===== config.mk =====
export PLATFORM = sky130hd
export DESIGN_NAME = dirty_row_span_tracker
export DESIGN_NICKNAME = d
export VERILOG_FILES = /design/src/sv/drst_pkg.sv /design/src/sv/drst_ram.sv /design/src/sv/drst_front.sv /design/src/sv/drst_back.sv /design/src/sv/dirty_row_span_tracker.sv
export SDC_FILE = /design/constraint.sdc
export NUM_CORES = 2
export LEC_CHECK = 0
export ABC_CLOCK_PERIOD_IN_PS = 8400
export BUFFER_PORTS_ARGS = -buffer_cell sky130_fd_sc_hd__buf_2
export CORE_UTILIZATION = 39
export CTS_CLUSTER_SIZE = 24
export DETAILED_ROUTE_END_ITERATION = 7
export PLACE_DENSITY = 0.53
export SLEW_MARGIN = 40
export SYNTH_ARGS = -nofsm -noshare
export SYNTH_HDL_FRONTEND = slang
export SYNTH_SLANG_ARGS = --single-unit

===== constraint.sdc =====
create_clock -name clock -period 8.4 [get_ports clock]
set_input_delay 0.84 -clock clock [delete_from_list [all_inputs] [get_ports clock]]
set_output_delay 0.84 -clock clock [all_outputs]
set_load 0.05 [all_outputs]

===== src/sv/drst_pkg.sv =====
// Shared types and codes for the dirty row span tracker.
// No dependencies; drst_front, drst_back and the top level import this package.
package drst_pkg;

   // Action codes on the request port
   localparam logic [1:0] ACT_INVALIDATE = 2'd0;
   localparam logic [1:0] ACT_VALIDATE   = 2'd1;
   localparam logic [1:0] ACT_READ       = 2'd2;

   // Span bounds hold values up to 511 inclusive; row bounds up to 255 inclusive
   localparam int SPAN_W = 9;
   localparam int ROW_W  = 8;

   typedef logic [1:0] kind_type;
   localparam kind_type KIND_NOP   = 2'd0;
   localparam kind_type KIND_WIDEN = 2'd1;
   localparam kind_type KIND_TRIM  = 2'd2;
   localparam kind_type KIND_READ  = 2'd3;

   typedef struct packed {
      kind_type              kind;
      logic [SPAN_W-1:0]     col_lo;
      logic [SPAN_W-1:0]     col_hi;
      logic [ROW_W-1:0]      row_lo;
      logic [ROW_W-1:0]      row_hi;
   } item_type;

endpackage


===== src/sv/drst_ram.sv =====
// Generic single write port, single read port RAM with registered read data.
// No dependencies.
module drst_ram #(
   parameter int WIDTH = 18,
   parameter int DEPTH = 64
) (
   input  logic                     clock,
   input  logic                     wr_en,
   input  logic [$clog2(DEPTH)-1:0] wr_addr,
   input  logic [WIDTH-1:0]         wr_data,
   input  logic [$clog2(DEPTH)-1:0] rd_addr,
   output logic [WIDTH-1:0]         rd_data
);

   logic [WIDTH-1:0] mem_ff [DEPTH];
   logic [WIDTH-1:0] rd_data_ff;

   always_ff @(posedge clock) begin
      if (wr_en) begin
         mem_ff[wr_addr] <= wr_data;
      end
      rd_data_ff <= mem_ff[rd_addr];
   end

   assign rd_data = rd_data_ff;

endmodule


===== src/sv/drst_front.sv =====
// Request front end: clamps the rectangle, classifies the request and queues it.
// Depends on drst_pkg.
module drst_front #(
   parameter int COLUMNS = 128,
   parameter int ROWS    = 64
) (
   input  logic              clock,
   input  logic              reset,
   input  logic              start,
   output logic              busy,
   input  logic [1:0]        req_action,
   input  logic [6:0]        req_col_x,
   input  logic [5:0]        req_row_y,
   input  logic [7:0]        req_width_cols,
   input  logic [6:0]        req_height_rows,
   output logic              q_valid,
   output drst_pkg::item_type q_item,
   input  logic              q_pop
);
   import drst_pkg::*;

   localparam logic [9:0]       COL_LIM = 10'(COLUMNS);
   localparam logic [ROW_W-1:0] ROW_LIM = ROW_W'(ROWS);

   logic [9:0]       col_end;
   logic [9:0]       col_clamp;
   logic [ROW_W-1:0] row_end;
   logic [ROW_W-1:0] row_clamp;
   logic             rect_empty;
   item_type         item;

   item_type   q_ff [2];
   logic       wr_ptr_ff, wr_ptr_in;
   logic       rd_ptr_ff, rd_ptr_in;
   logic [1:0] cnt_ff, cnt_in;
   logic       push;

   always_comb begin
      col_end   = {3'b0, req_col_x} + {2'b0, req_width_cols};
      col_clamp = (col_end > COL_LIM) ? COL_LIM : col_end;
      row_end   = {2'b0, req_row_y} + {1'b0, req_height_rows};
      row_clamp = (row_end > ROW_LIM) ? ROW_LIM : row_end;
      rect_empty = (col_clamp <= {3'b0, req_col_x}) || (row_clamp <= {2'b0, req_row_y});

      item.col_lo = {2'b0, req_col_x};
      item.col_hi = col_clamp[SPAN_W-1:0];
      item.row_lo = {2'b0, req_row_y};
      item.row_hi = row_clamp;
      case (req_action)
         ACT_INVALIDATE: item.kind = rect_empty ? KIND_NOP : KIND_WIDEN;
         ACT_VALIDATE:   item.kind = rect_empty ? KIND_NOP : KIND_TRIM;
         ACT_READ:       item.kind = ({2'b0, req_row_y} < ROW_LIM) ? KIND_READ : KIND_NOP;
         default:        item.kind = KIND_NOP;
      endcase
   end

   assign busy    = (cnt_ff == 2'd2);
   assign push    = start && !busy;
   assign q_valid = (cnt_ff != 2'd0);
   assign q_item  = q_ff[rd_ptr_ff];

   always_comb begin
      wr_ptr_in = push  ? ~wr_ptr_ff : wr_ptr_ff;
      rd_ptr_in = q_pop ? ~rd_ptr_ff : rd_ptr_ff;
      cnt_in    = cnt_ff + {1'b0, push} - {1'b0, q_pop};
   end

   always_ff @(posedge clock) begin
      if (reset) begin
         wr_ptr_ff <= 1'b0;
         rd_ptr_ff <= 1'b0;
         cnt_ff    <= 2'd0;
      end else begin
         wr_ptr_ff <= wr_ptr_in;
         rd_ptr_ff <= rd_ptr_in;
         cnt_ff    <= cnt_in;
      end
   end

   always_ff @(posedge clock) begin
      if (push) begin
         q_ff[wr_ptr_ff] <= item;
      end
   end

endmodule


===== src/sv/drst_back.sv =====
// Back end: walks the rows of a rectangle with a read-modify-write per row,
// answers row reads and drives the result strobe. Depends on drst_pkg, drst_ram.
module drst_back #(
   parameter int ROWS = 64
) (
   input  logic               clock,
   input  logic               reset,
   input  logic               q_valid,
   input  drst_pkg::item_type q_item,
   output logic               q_pop,
   output logic               rsp_valid,
   output logic [7:0]         rsp_span_start,
   output logic [7:0]         rsp_span_end,
   output logic               rsp_row_dirty
);
   import drst_pkg::*;

   localparam int AW = $clog2(ROWS);

   localparam logic [1:0] ST_IDLE   = 2'd0;
   localparam logic [1:0] ST_WALK   = 2'd1;
   localparam logic [1:0] ST_RDWAIT = 2'd2;

   logic [1:0]        state_ff, state_in;
   logic [ROWS-1:0]   flag_ff, flag_in;
   logic              p_valid_ff, p_valid_in;
   logic [AW-1:0]     p_row_ff, p_row_in;
   logic [ROW_W-1:0]  row_ff, row_in;
   logic [ROW_W-1:0]  end_ff, end_in;
   kind_type          kind_ff, kind_in;
   logic [SPAN_W-1:0] col_lo_ff, col_lo_in;
   logic [SPAN_W-1:0] col_hi_ff, col_hi_in;
   logic              rsp_valid_ff, rsp_valid_in;
   logic [7:0]        rsp_start_ff, rsp_start_in;
   logic [7:0]        rsp_end_ff, rsp_end_in;
   logic              rsp_dirty_ff, rsp_dirty_in;

   logic [AW-1:0]       rd_addr;
   logic [2*SPAN_W-1:0] rd_data;
   logic [SPAN_W-1:0]   cur_s, cur_e, new_s, new_e;
   logic                cur_dirty, new_dirty;

   drst_ram #(
      .WIDTH(2 * SPAN_W),
      .DEPTH(ROWS)
   ) u_span_ram (
      .clock   (clock),
      .wr_en   (p_valid_ff),
      .wr_addr (p_row_ff),
      .wr_data ({new_s, new_e}),
      .rd_addr (rd_addr),
      .rd_data (rd_data)
   );

   // Row update for the row whose stored span just came back
   always_comb begin
      cur_s     = rd_data[2*SPAN_W-1:SPAN_W];
      cur_e     = rd_data[SPAN_W-1:0];
      cur_dirty = flag_ff[p_row_ff];
      new_s     = cur_s;
      new_e     = cur_e;
      new_dirty = cur_dirty;
      if (kind_ff == KIND_WIDEN) begin
         if (!cur_dirty) begin
            new_dirty = 1'b1;
            new_s     = col_lo_ff;
            new_e     = col_hi_ff;
         end else begin
            if (cur_s > col_lo_ff) new_s = col_lo_ff;
            if (cur_e < col_hi_ff) new_e = col_hi_ff;
         end
      end else if (cur_dirty) begin
         if (cur_s >= col_lo_ff && cur_e <= col_hi_ff) begin
            new_dirty = 1'b0;
         end else if (cur_s >= col_lo_ff && col_hi_ff > cur_s) begin
            new_s = col_hi_ff;
         end else if (cur_e <= col_hi_ff && col_lo_ff < cur_e) begin
            new_e = col_lo_ff;
         end
      end
   end

   assign rd_addr = (state_ff == ST_IDLE) ? q_item.row_lo[AW-1:0] : row_ff[AW-1:0];
   assign q_pop   = (state_ff == ST_IDLE) && q_valid;

   always_comb begin
      state_in     = state_ff;
      flag_in      = flag_ff;
      p_valid_in   = 1'b0;
      p_row_in     = p_row_ff;
      row_in       = row_ff;
      end_in       = end_ff;
      kind_in      = kind_ff;
      col_lo_in    = col_lo_ff;
      col_hi_in    = col_hi_ff;
      rsp_valid_in = 1'b0;
      rsp_start_in = 8'd0;
      rsp_end_in   = 8'd0;
      rsp_dirty_in = 1'b0;

      if (p_valid_ff) begin
         flag_in[p_row_ff] = new_dirty;
      end

      case (state_ff)
         ST_IDLE: begin
            if (q_valid) begin
               case (q_item.kind) inside
                  KIND_WIDEN, KIND_TRIM: begin
                     kind_in   = q_item.kind;
                     col_lo_in = q_item.col_lo;
                     col_hi_in = q_item.col_hi;
                     row_in    = q_item.row_lo;
                     end_in    = q_item.row_hi;
                     state_in  = ST_WALK;
                  end
                  KIND_READ: begin
                     p_row_in = q_item.row_lo[AW-1:0];
                     state_in = ST_RDWAIT;
                  end
                  default: begin
                     rsp_valid_in = 1'b1;
                  end
               endcase
            end
         end
         ST_WALK: begin
            if (row_ff < end_ff) begin
               // issue the read for this row; the write lands next cycle
               p_valid_in = 1'b1;
               p_row_in   = row_ff[AW-1:0];
               row_in     = row_ff + 1'b1;
            end else begin
               rsp_valid_in = 1'b1;
               state_in     = ST_IDLE;
            end
         end
         ST_RDWAIT: begin
            rsp_valid_in = 1'b1;
            if (flag_ff[p_row_ff]) begin
               rsp_dirty_in = 1'b1;
               rsp_start_in = cur_s[7:0];
               rsp_end_in   = cur_e[7:0];
            end
            state_in = ST_IDLE;
         end
         default: begin
            state_in = ST_IDLE;
         end
      endcase
   end

   always_ff @(posedge clock) begin
      if (reset) begin
         state_ff     <= ST_IDLE;
         flag_ff      <= '0;
         p_valid_ff   <= 1'b0;
         rsp_valid_ff <= 1'b0;
      end else begin
         state_ff     <= state_in;
         flag_ff      <= flag_in;
         p_valid_ff   <= p_valid_in;
         rsp_valid_ff <= rsp_valid_in;
      end
   end

   always_ff @(posedge clock) begin
      p_row_ff     <= p_row_in;
      row_ff       <= row_in;
      end_ff       <= end_in;
      kind_ff      <= kind_in;
      col_lo_ff    <= col_lo_in;
      col_hi_ff    <= col_hi_in;
      rsp_start_ff <= rsp_start_in;
      rsp_end_ff   <= rsp_end_in;
      rsp_dirty_ff <= rsp_dirty_in;
   end

   assign rsp_valid      = rsp_valid_ff;
   assign rsp_span_start = rsp_start_ff;
   assign rsp_span_end   = rsp_end_ff;
   assign rsp_row_dirty  = rsp_dirty_ff;

endmodule


===== src/sv/dirty_row_span_tracker.sv =====
// Dirty row span tracker. A request is accepted on start while busy is low and
// queued (two entries) for the row engine, which finishes one request before it
// pops the next. One result strobe per request; a rectangle takes one span RAM
// read-modify-write per row. Reset clears all dirty flags at once; results are
// never held off by the receiver.
module dirty_row_span_tracker #(
   parameter int COLUMNS = 128,
   parameter int ROWS    = 64
) (
   input  logic       clock,
   input  logic       reset,
   input  logic       start,
   output logic       busy,
   input  logic [1:0] req_action,
   input  logic [6:0] req_col_x,
   input  logic [5:0] req_row_y,
   input  logic [7:0] req_width_cols,
   input  logic [6:0] req_height_rows,
   output logic       rsp_valid,
   output logic [7:0] rsp_span_start,
   output logic [7:0] rsp_span_end,
   output logic       rsp_row_dirty
);
   import drst_pkg::*;

   logic     q_valid;
   logic     q_pop;
   item_type q_item;

   drst_front #(
      .COLUMNS(COLUMNS),
      .ROWS   (ROWS)
   ) u_front (
      .clock          (clock),
      .reset          (reset),
      .start          (start),
      .busy           (busy),
      .req_action     (req_action),
      .req_col_x      (req_col_x),
      .req_row_y      (req_row_y),
      .req_width_cols (req_width_cols),
      .req_height_rows(req_height_rows),
      .q_valid        (q_valid),
      .q_item         (q_item),
      .q_pop          (q_pop)
   );

   drst_back #(
      .ROWS(ROWS)
   ) u_back (
      .clock          (clock),
      .reset          (reset),
      .q_valid        (q_valid),
      .q_item         (q_item),
      .q_pop          (q_pop),
      .rsp_valid      (rsp_valid),
      .rsp_span_start (rsp_span_start),
      .rsp_span_end   (rsp_span_end),
      .rsp_row_dirty  (rsp_row_dirty)
   );

endmodule

; ---- Word-level counts from Yosys, hierarchy flattened
; Memory sizes are Yosys's and may differ from the RTL's. A register that Yosys moved wholly into a read port is not among the register bits.
; Cells that the tools add are included.
[op_classes]
n_addsub = 5
eq_ne = 16
magnitude_cmp = 13
bitwise = 3
n_mux = 54
reduce_logical = 19
[op_table]
columns = op, n
row1 = two-way mux 9 bit, 13
row2 = bitwise mux 64 bit, 1
row3 = two-way mux 8 bit, 4
row4 = two-way mux 6 bit, 5
row5 = > comparator 9 bit, 2
row6 = < comparator 9 bit, 2
row7 = two-way mux 1 bit, 18
row8 = case mux 8 bit (2 select lines), 1
row9 = case mux 6 bit (2 select lines), 1
row10 = "equality test 2 bit, second input constant", 5
row11 = "> comparator 10 x 8 -> 1 bit, second input constant", 1
row12 = less-or-equal comparator 10 x 7 -> 1 bit, 1
row13 = two-way mux 10 bit, 1
row14 = two-way mux 2 bit, 5
row15 = adder 7 x 8 -> 9 bit, 1
row16 = greater-or-equal comparator 9 bit, 1
row17 = less-or-equal comparator 9 bit, 1
row18 = adder 6 x 7 -> 8 bit, 1
row19 = "adder 8 x 1 -> 8 bit, second input constant", 1
row20 = "equality test 2 x 1 -> 1 bit, second input constant", 4
row21 = "> comparator 8 x 7 -> 1 bit, second input constant", 1
row22 = less-or-equal comparator 8 x 6 -> 1 bit, 1
row23 = < comparator 8 bit, 1
row24 = "!= test 2 bit, second input constant", 4
row25 = other kinds (22), 34
[totals]
memories = 2
inputBits = 33
word_cells = 128
mem_bits_rw = 1216
output_inout_bits = 19
regBits = 131
[memory_table]
columns = name, depth, word_bits, rd, rd_clocked_by_memory_dff, write_ports, line_no
row1 = u_back.u_span_ram.mem_ff, 64, 18, 1, 1, 1, drst_ram.sv:15  ; logic [WIDTH-1:0] mem_ff [DEPTH];
row2 = u_front.q_ff, 2, 32, 1, 1, 1, drst_front.sv:32  ; item_type q_ff [2];

; ---- Logic depth before layout (Yosys ltp)
[depth]
depth_word = 7
depth_mapped = 19
depth_no_buf = 19

; ---- Cells and area by module
; A second synthesis with hierarchy kept.
[unflattened]
cells_unflattened = 2956
hier_area_um2 = 55045.3
[modules_own_cells]
columns = module, n_inst, seq_area_each_um2, area_per_inst_um2, cells_each
row1 = drst_ram, 1, 34953.5, 44621.5, 1957
row2 = drst_back, 1, 2962.8, 6825.3, 732
row3 = drst_front, 1, 2021.9, 3598.5, 267

; ---- Least setup slack after synthesis
; OpenSTA, ideal clock, no wires.
[synth_path]
kind = flip-flop to flip-flop
startpoint = register u_back.p_row_ff[2]
endpoint = memory u_back.u_span_ram.mem_ff[0][16] (data pin)
arrival_ps = 5368
synth_period_minus_slack_ps = 6087
setup_slack_ps = 2313
setup_ps = 720
n_path_buf = 4
path_stages_with_launch = 12
path_cell_list = edfxtp_1 -> buf_6 -> mux2_4 -> a221o_1 -> a222oi_1 -> o22ai_1 -> or4_1 -> buf_2 -> and4b_4 -> buf_6 -> buf_6 -> o31ai_1
[synth_between]
elab_chain_len = 4
elab_cells_between_ends = 5
[synth_lines]
columns = item, line_no
row1 = from (decl), drst_back.sv:27  ; logic [AW-1:0] p_row_ff, p_row_in;
row2 = from (signal assigned), drst_back.sv:168  ; p_row_ff <= p_row_in;
row3 = binary-select mux 1 bit (select 6 bit) (*), drst_back.sv:59  ; cur_dirty = flag_ff[p_row_ff];
row4 = two-way mux 1 bit (implied by the code) (*), drst_back.sv:59
row5 = two-way mux 9 bit (on tied branches), "drst_back.sv:72, drst_back.sv:64"
row6 = two-way mux 9 bit (*), drst_back.sv:63  ; if (kind_ff == KIND_WIDEN) begin
row7 = via u_back.new_s[7], drst_back.sv:40  ; logic [SPAN_W-1:0] cur_s, cur_e, new_s, new_e;
row8 = to (decl), drst_ram.sv:15
; The timed path passes the listed nets; every way through them passes the cells marked *. The select of a mux whose other input is x is not followed.

; ---- Worst setup path in the final report
[layout_path]
startpoint = register u_back.p_row_ff[1]
endpoint = memory u_back.u_span_ram.mem_ff[37][14] (data pin)
; Same word-level chain as after synthesis.

==> results.md <==
- Largest net degree at the start of global routing: 105
- Largest delay share family, worst path: compound AO/OA/AOI/OAI gates
- Clk sinks: 1364
- Vias per cell: 5.74
- Crit path DAT: 5.24 ns
- Busiest layer in global routing: met2
- Post_cts resized: 0
- Largest area contributor in the netlist: edfxtp_1
- Slew @ Worst Pin: 0.860 ns
- Combinational share of power: 33.9%
- Worst Setup SP: u_back.p_row_ff[1]$_DFFE_PP_
- Hold Vio Cnt, Final: 0
- CTS tree: built
- EDFF count, synth: 1256
- Initial antenna violation count: 3
- DRC viols: 0
- Total GRT Usage: 21.0%
- Global-route wire length before repair: 210000 µm
- Row count: 136
- Buf/Inv on CP: 2
- Worst-path fanout max: 33
- Max Root-Sink Buffers: 3
- Placed insts: 4673
- Layout cells sized above 1: 26.0%
- Net Switching: 7.92 mW
- Die ar.: 0.140 mm²
- Predominant post-synthesis flop cell: edfxtp_1
- Hold/Removal Path Class: input port to flop
- Worst r2r src: u_back.p_row_ff[1]$_DFFE_PP_
- H-tree depth: 4
- Peak supply drop: 297 µV
- Synth top area cells: edfxtp_1 70%, mux4_2 12%, dfxtp_1 4.0%
- Clock root buffer: clkbuf_16
- Slowest stage delay, CP: 0.79 ns
- Syn Inst Count: 2858
- Initial Util: 39.3%
- Vias in the first global route: 29300
- CP cell instances: buf_6, mux4_2, nor2_1, a21oi_1, a211o_1, or4_1, a21oi_4, a221o_2, buf_4
- PD cells: 368 mW/mm²
- Vias: 28400
- Post-DP HPWL: 91300 µm
- Seq/Total Area, Yosys: 73.9%
- GRT met3 Usage: 3.47%
- Final min period: 4.73 ns
- Clk network pwr share: 26.2%
- Worst-Skew Late Latency: 0.75 ns
- Leak Pwr: 20.3 nW
- Avg WL per Cell: 29.6 µm
- RD Place Congestion: 0.892
- Initial DRC count: 3223
- Mapped Area: 0.0539 mm²
- Flip-flop and latch area: 0.0399 mm²
- Sequential Power Share: 40.0%
- CTS clk-pin slew, worst paths: 0.06 ns
- FF+latch count, synth: 1364
- Pins over their slew limit: 0
- Sw frac: 34.2%
- Final Setup Violations: 0
- Fill count: 11400
- Synth warnings: 0
- Footprint of the multi-input gates: 0.0140 mm²
- Die Ht: 374 µm
- Post-layout net count: 3133
- Skew final: 0.0225 ns
- Crit end category: flop
- Setup Buffers After CTS: 0
- CP Data Required Time: 8.92 ns
- TritonRoute pass-1 iters: 6
- Top-area cell type share of the netlist area: 69.9%
- Clock buffer count from CTS: 144
- Post-synth ARST share: 0%
- Count leader, synth: edfxtp_1
- Port Buffer Count: 51
- Met1 Usage GRT: 28.6%
- Synth unique cells: 71
- Worst hold start: req_row_y[0]
- Die Wd: 374 µm
- Status: completed
- Synthesized area per cell: 18.9 µm²
- Setup TNS: 0 ns
- Final worst-path cycle share: 56.3%
- Core area: 0.137 mm²
- Startpoint Class: flop
- Max-cap viol count: 0
- Worst slew margin: 42.5%
- Gr ovfl total: 0
- P_int: 15.3 mW
- Critical path class: flop to flop
- Top cells by instance count after synthesis: 1256 x edfxtp_1, 292 x mux4_2, 204 x nor2_1
- Post-route ant nets: 0
- Final std cells w/o fill: 4946
- I/O pin total: 52
- M2 GR Usage: 35.0%
- CTS Hold Buffers Added: 0
- CP max stage cell: a221o_2
- Unrepaired setup endpoints after global routing: false
- Achievable Freq: 212 MHz
- WL final: 147000 µm
- Layout area overhead: 16.9%
-- worst reg2reg max path: cells and delay by family (launching register included) --
kind	cells	cell delay (ns)
AO/OA/AOI/OAI	4	1.71
buffers and inverters	2	0.73
flip-flops	1	0.64
multiplexers	1	0.53
AND/OR/NAND/NOR	2	0.86
-- layout make-up --
cell class | count | area share (%)
inverter | 72 | 0.429
timing repair buffer | 169 | 3.48
antenna | 6 | 0.0238
clock inverter | 79 | 1.05
clock buffer | 182 | 6.07
tap | 1794 | 3.56
multi-input combinational | 1280 | 22.1
sequential | 1364 | 63.3
-- kinds of logic (layout without fill, tap and decap cells) --
kind of cell / after synthesis / in the layout / synth area share, %
mux: 379 / 379 / 13.9
xor+xnor: 18 / 18 / 0.292
buf+inv: 217 / 502 / 1.62
flops: 1364 / 1364 / 73.9
other cells: 1 / 10 / 0.00695
compound gates: 351 / 351 / 4.63
simple gates: 459 / 459 / 3.96
fa+ha+maj: 69 / 69 / 1.63
-- per-stage QoR --
stage               utilization [%]  total power, mW  instance area (µm²)  worst slack (ns)  hold WS (ns)
finish                         45.9             23.2                63000              3.67         0.317
global route                   45.9             24.1                63000              3.50         0.289
CTS                            45.8             23.4                62900              3.22         0.264
detailed placement             42.5             17.3                58400              3.26         0.493
global placement               41.4             17.0                56800              3.42         0.493
floorplan                         -             14.3                53900              2.31         0.453
-- cells in the final DEF, fill, tap and decap left out, drive strengths merged, types with 39 or more instances in the layout --
master,netlist,routed
mux2i,53,53
a21oi,43,43
nor2,204,204
mux4,293,293
edfxtp,1256,1256
clkbuf,97,183
buf,48,168
nand2,103,103
and2,41,41
clkinv,0,63
inv,72,78
ha,67,67
a221oi,39,39
dfxtp,108,108
a211oi,103,103
o21ai,52,52
-- layer usage --
metal / routed length, µm / up-vias / part of all wire, %
li1: - / 12000 / -
met1: 62200 / 15200 / 42
met2: 72100 / 1004 / 49
met3: 8870 / 215 / 6.1
met4: 3380 / 0 / 2.3
met5: 0 / - / 0
-- worst paths after layout --
kind / endpoint / slack [ns] / cells after the start
worst max-delay path: u_back.u_span_ram.mem_ff[37][14]$_DFFE_PP_ / 3.67 / 9
worst min-delay path: u_front.q_ff[0][8]$_DFFE_PP_ / 0.32 / 1
worst max register to register: u_back.u_span_ram.mem_ff[37][14]$_DFFE_PP_ / 3.67 / 9
worst min register to register: u_back.flag_ff[37]$_SDFFE_PP0P_ / 0.50 / 2
-- power groups by stage --
| stage | clock [mW] | combinational [mW] | sequential (mW) |
|---|---|---|---|
| 2_1_floorplan | 0 | 5.00 | 9.26 |
| 3_3_place_gp | 0 | 7.56 | 9.42 |
| 3_5_place_dp | 0 | 7.88 | 9.40 |
| 4_1_cts | 6.19 | 7.90 | 9.26 |
| 5_1_grt | 6.43 | 8.41 | 9.27 |
| 6_report | 6.07 | 7.85 | 9.26 |
-- flip-flops by register name (all words and copies together), names as in the netlist, named ones only --
| name | count |
|---|---|
| u_back.u_span_ram.mem_ff | 1152 |
| u_back.flag_ff | 64 |
| u_front.q_ff | 64 |
| u_back.u_span_ram.rd_data | 18 |
| u_back.col_hi_ff | 9 |
| u_back.end_ff | 8 |
| u_back.row_ff | 8 |
| u_back.rsp_span_end | 8 |
| u_back.rsp_span_start | 8 |
| u_back.col_lo_ff | 7 |
| u_back.p_row_ff | 6 |
| u_back.kind_ff | 2 |
| u_back.state_ff | 2 |
| u_front.cnt_ff | 2 |
| u_back.p_valid_ff | 1 |
| u_back.rsp_row_dirty | 1 |
| u_back.rsp_valid | 1 |
| u_front.rd_ptr_ff | 1 |
| u_front.wr_ptr_ff | 1 |
Note: power is estimated with default switching activity, not from simulation.
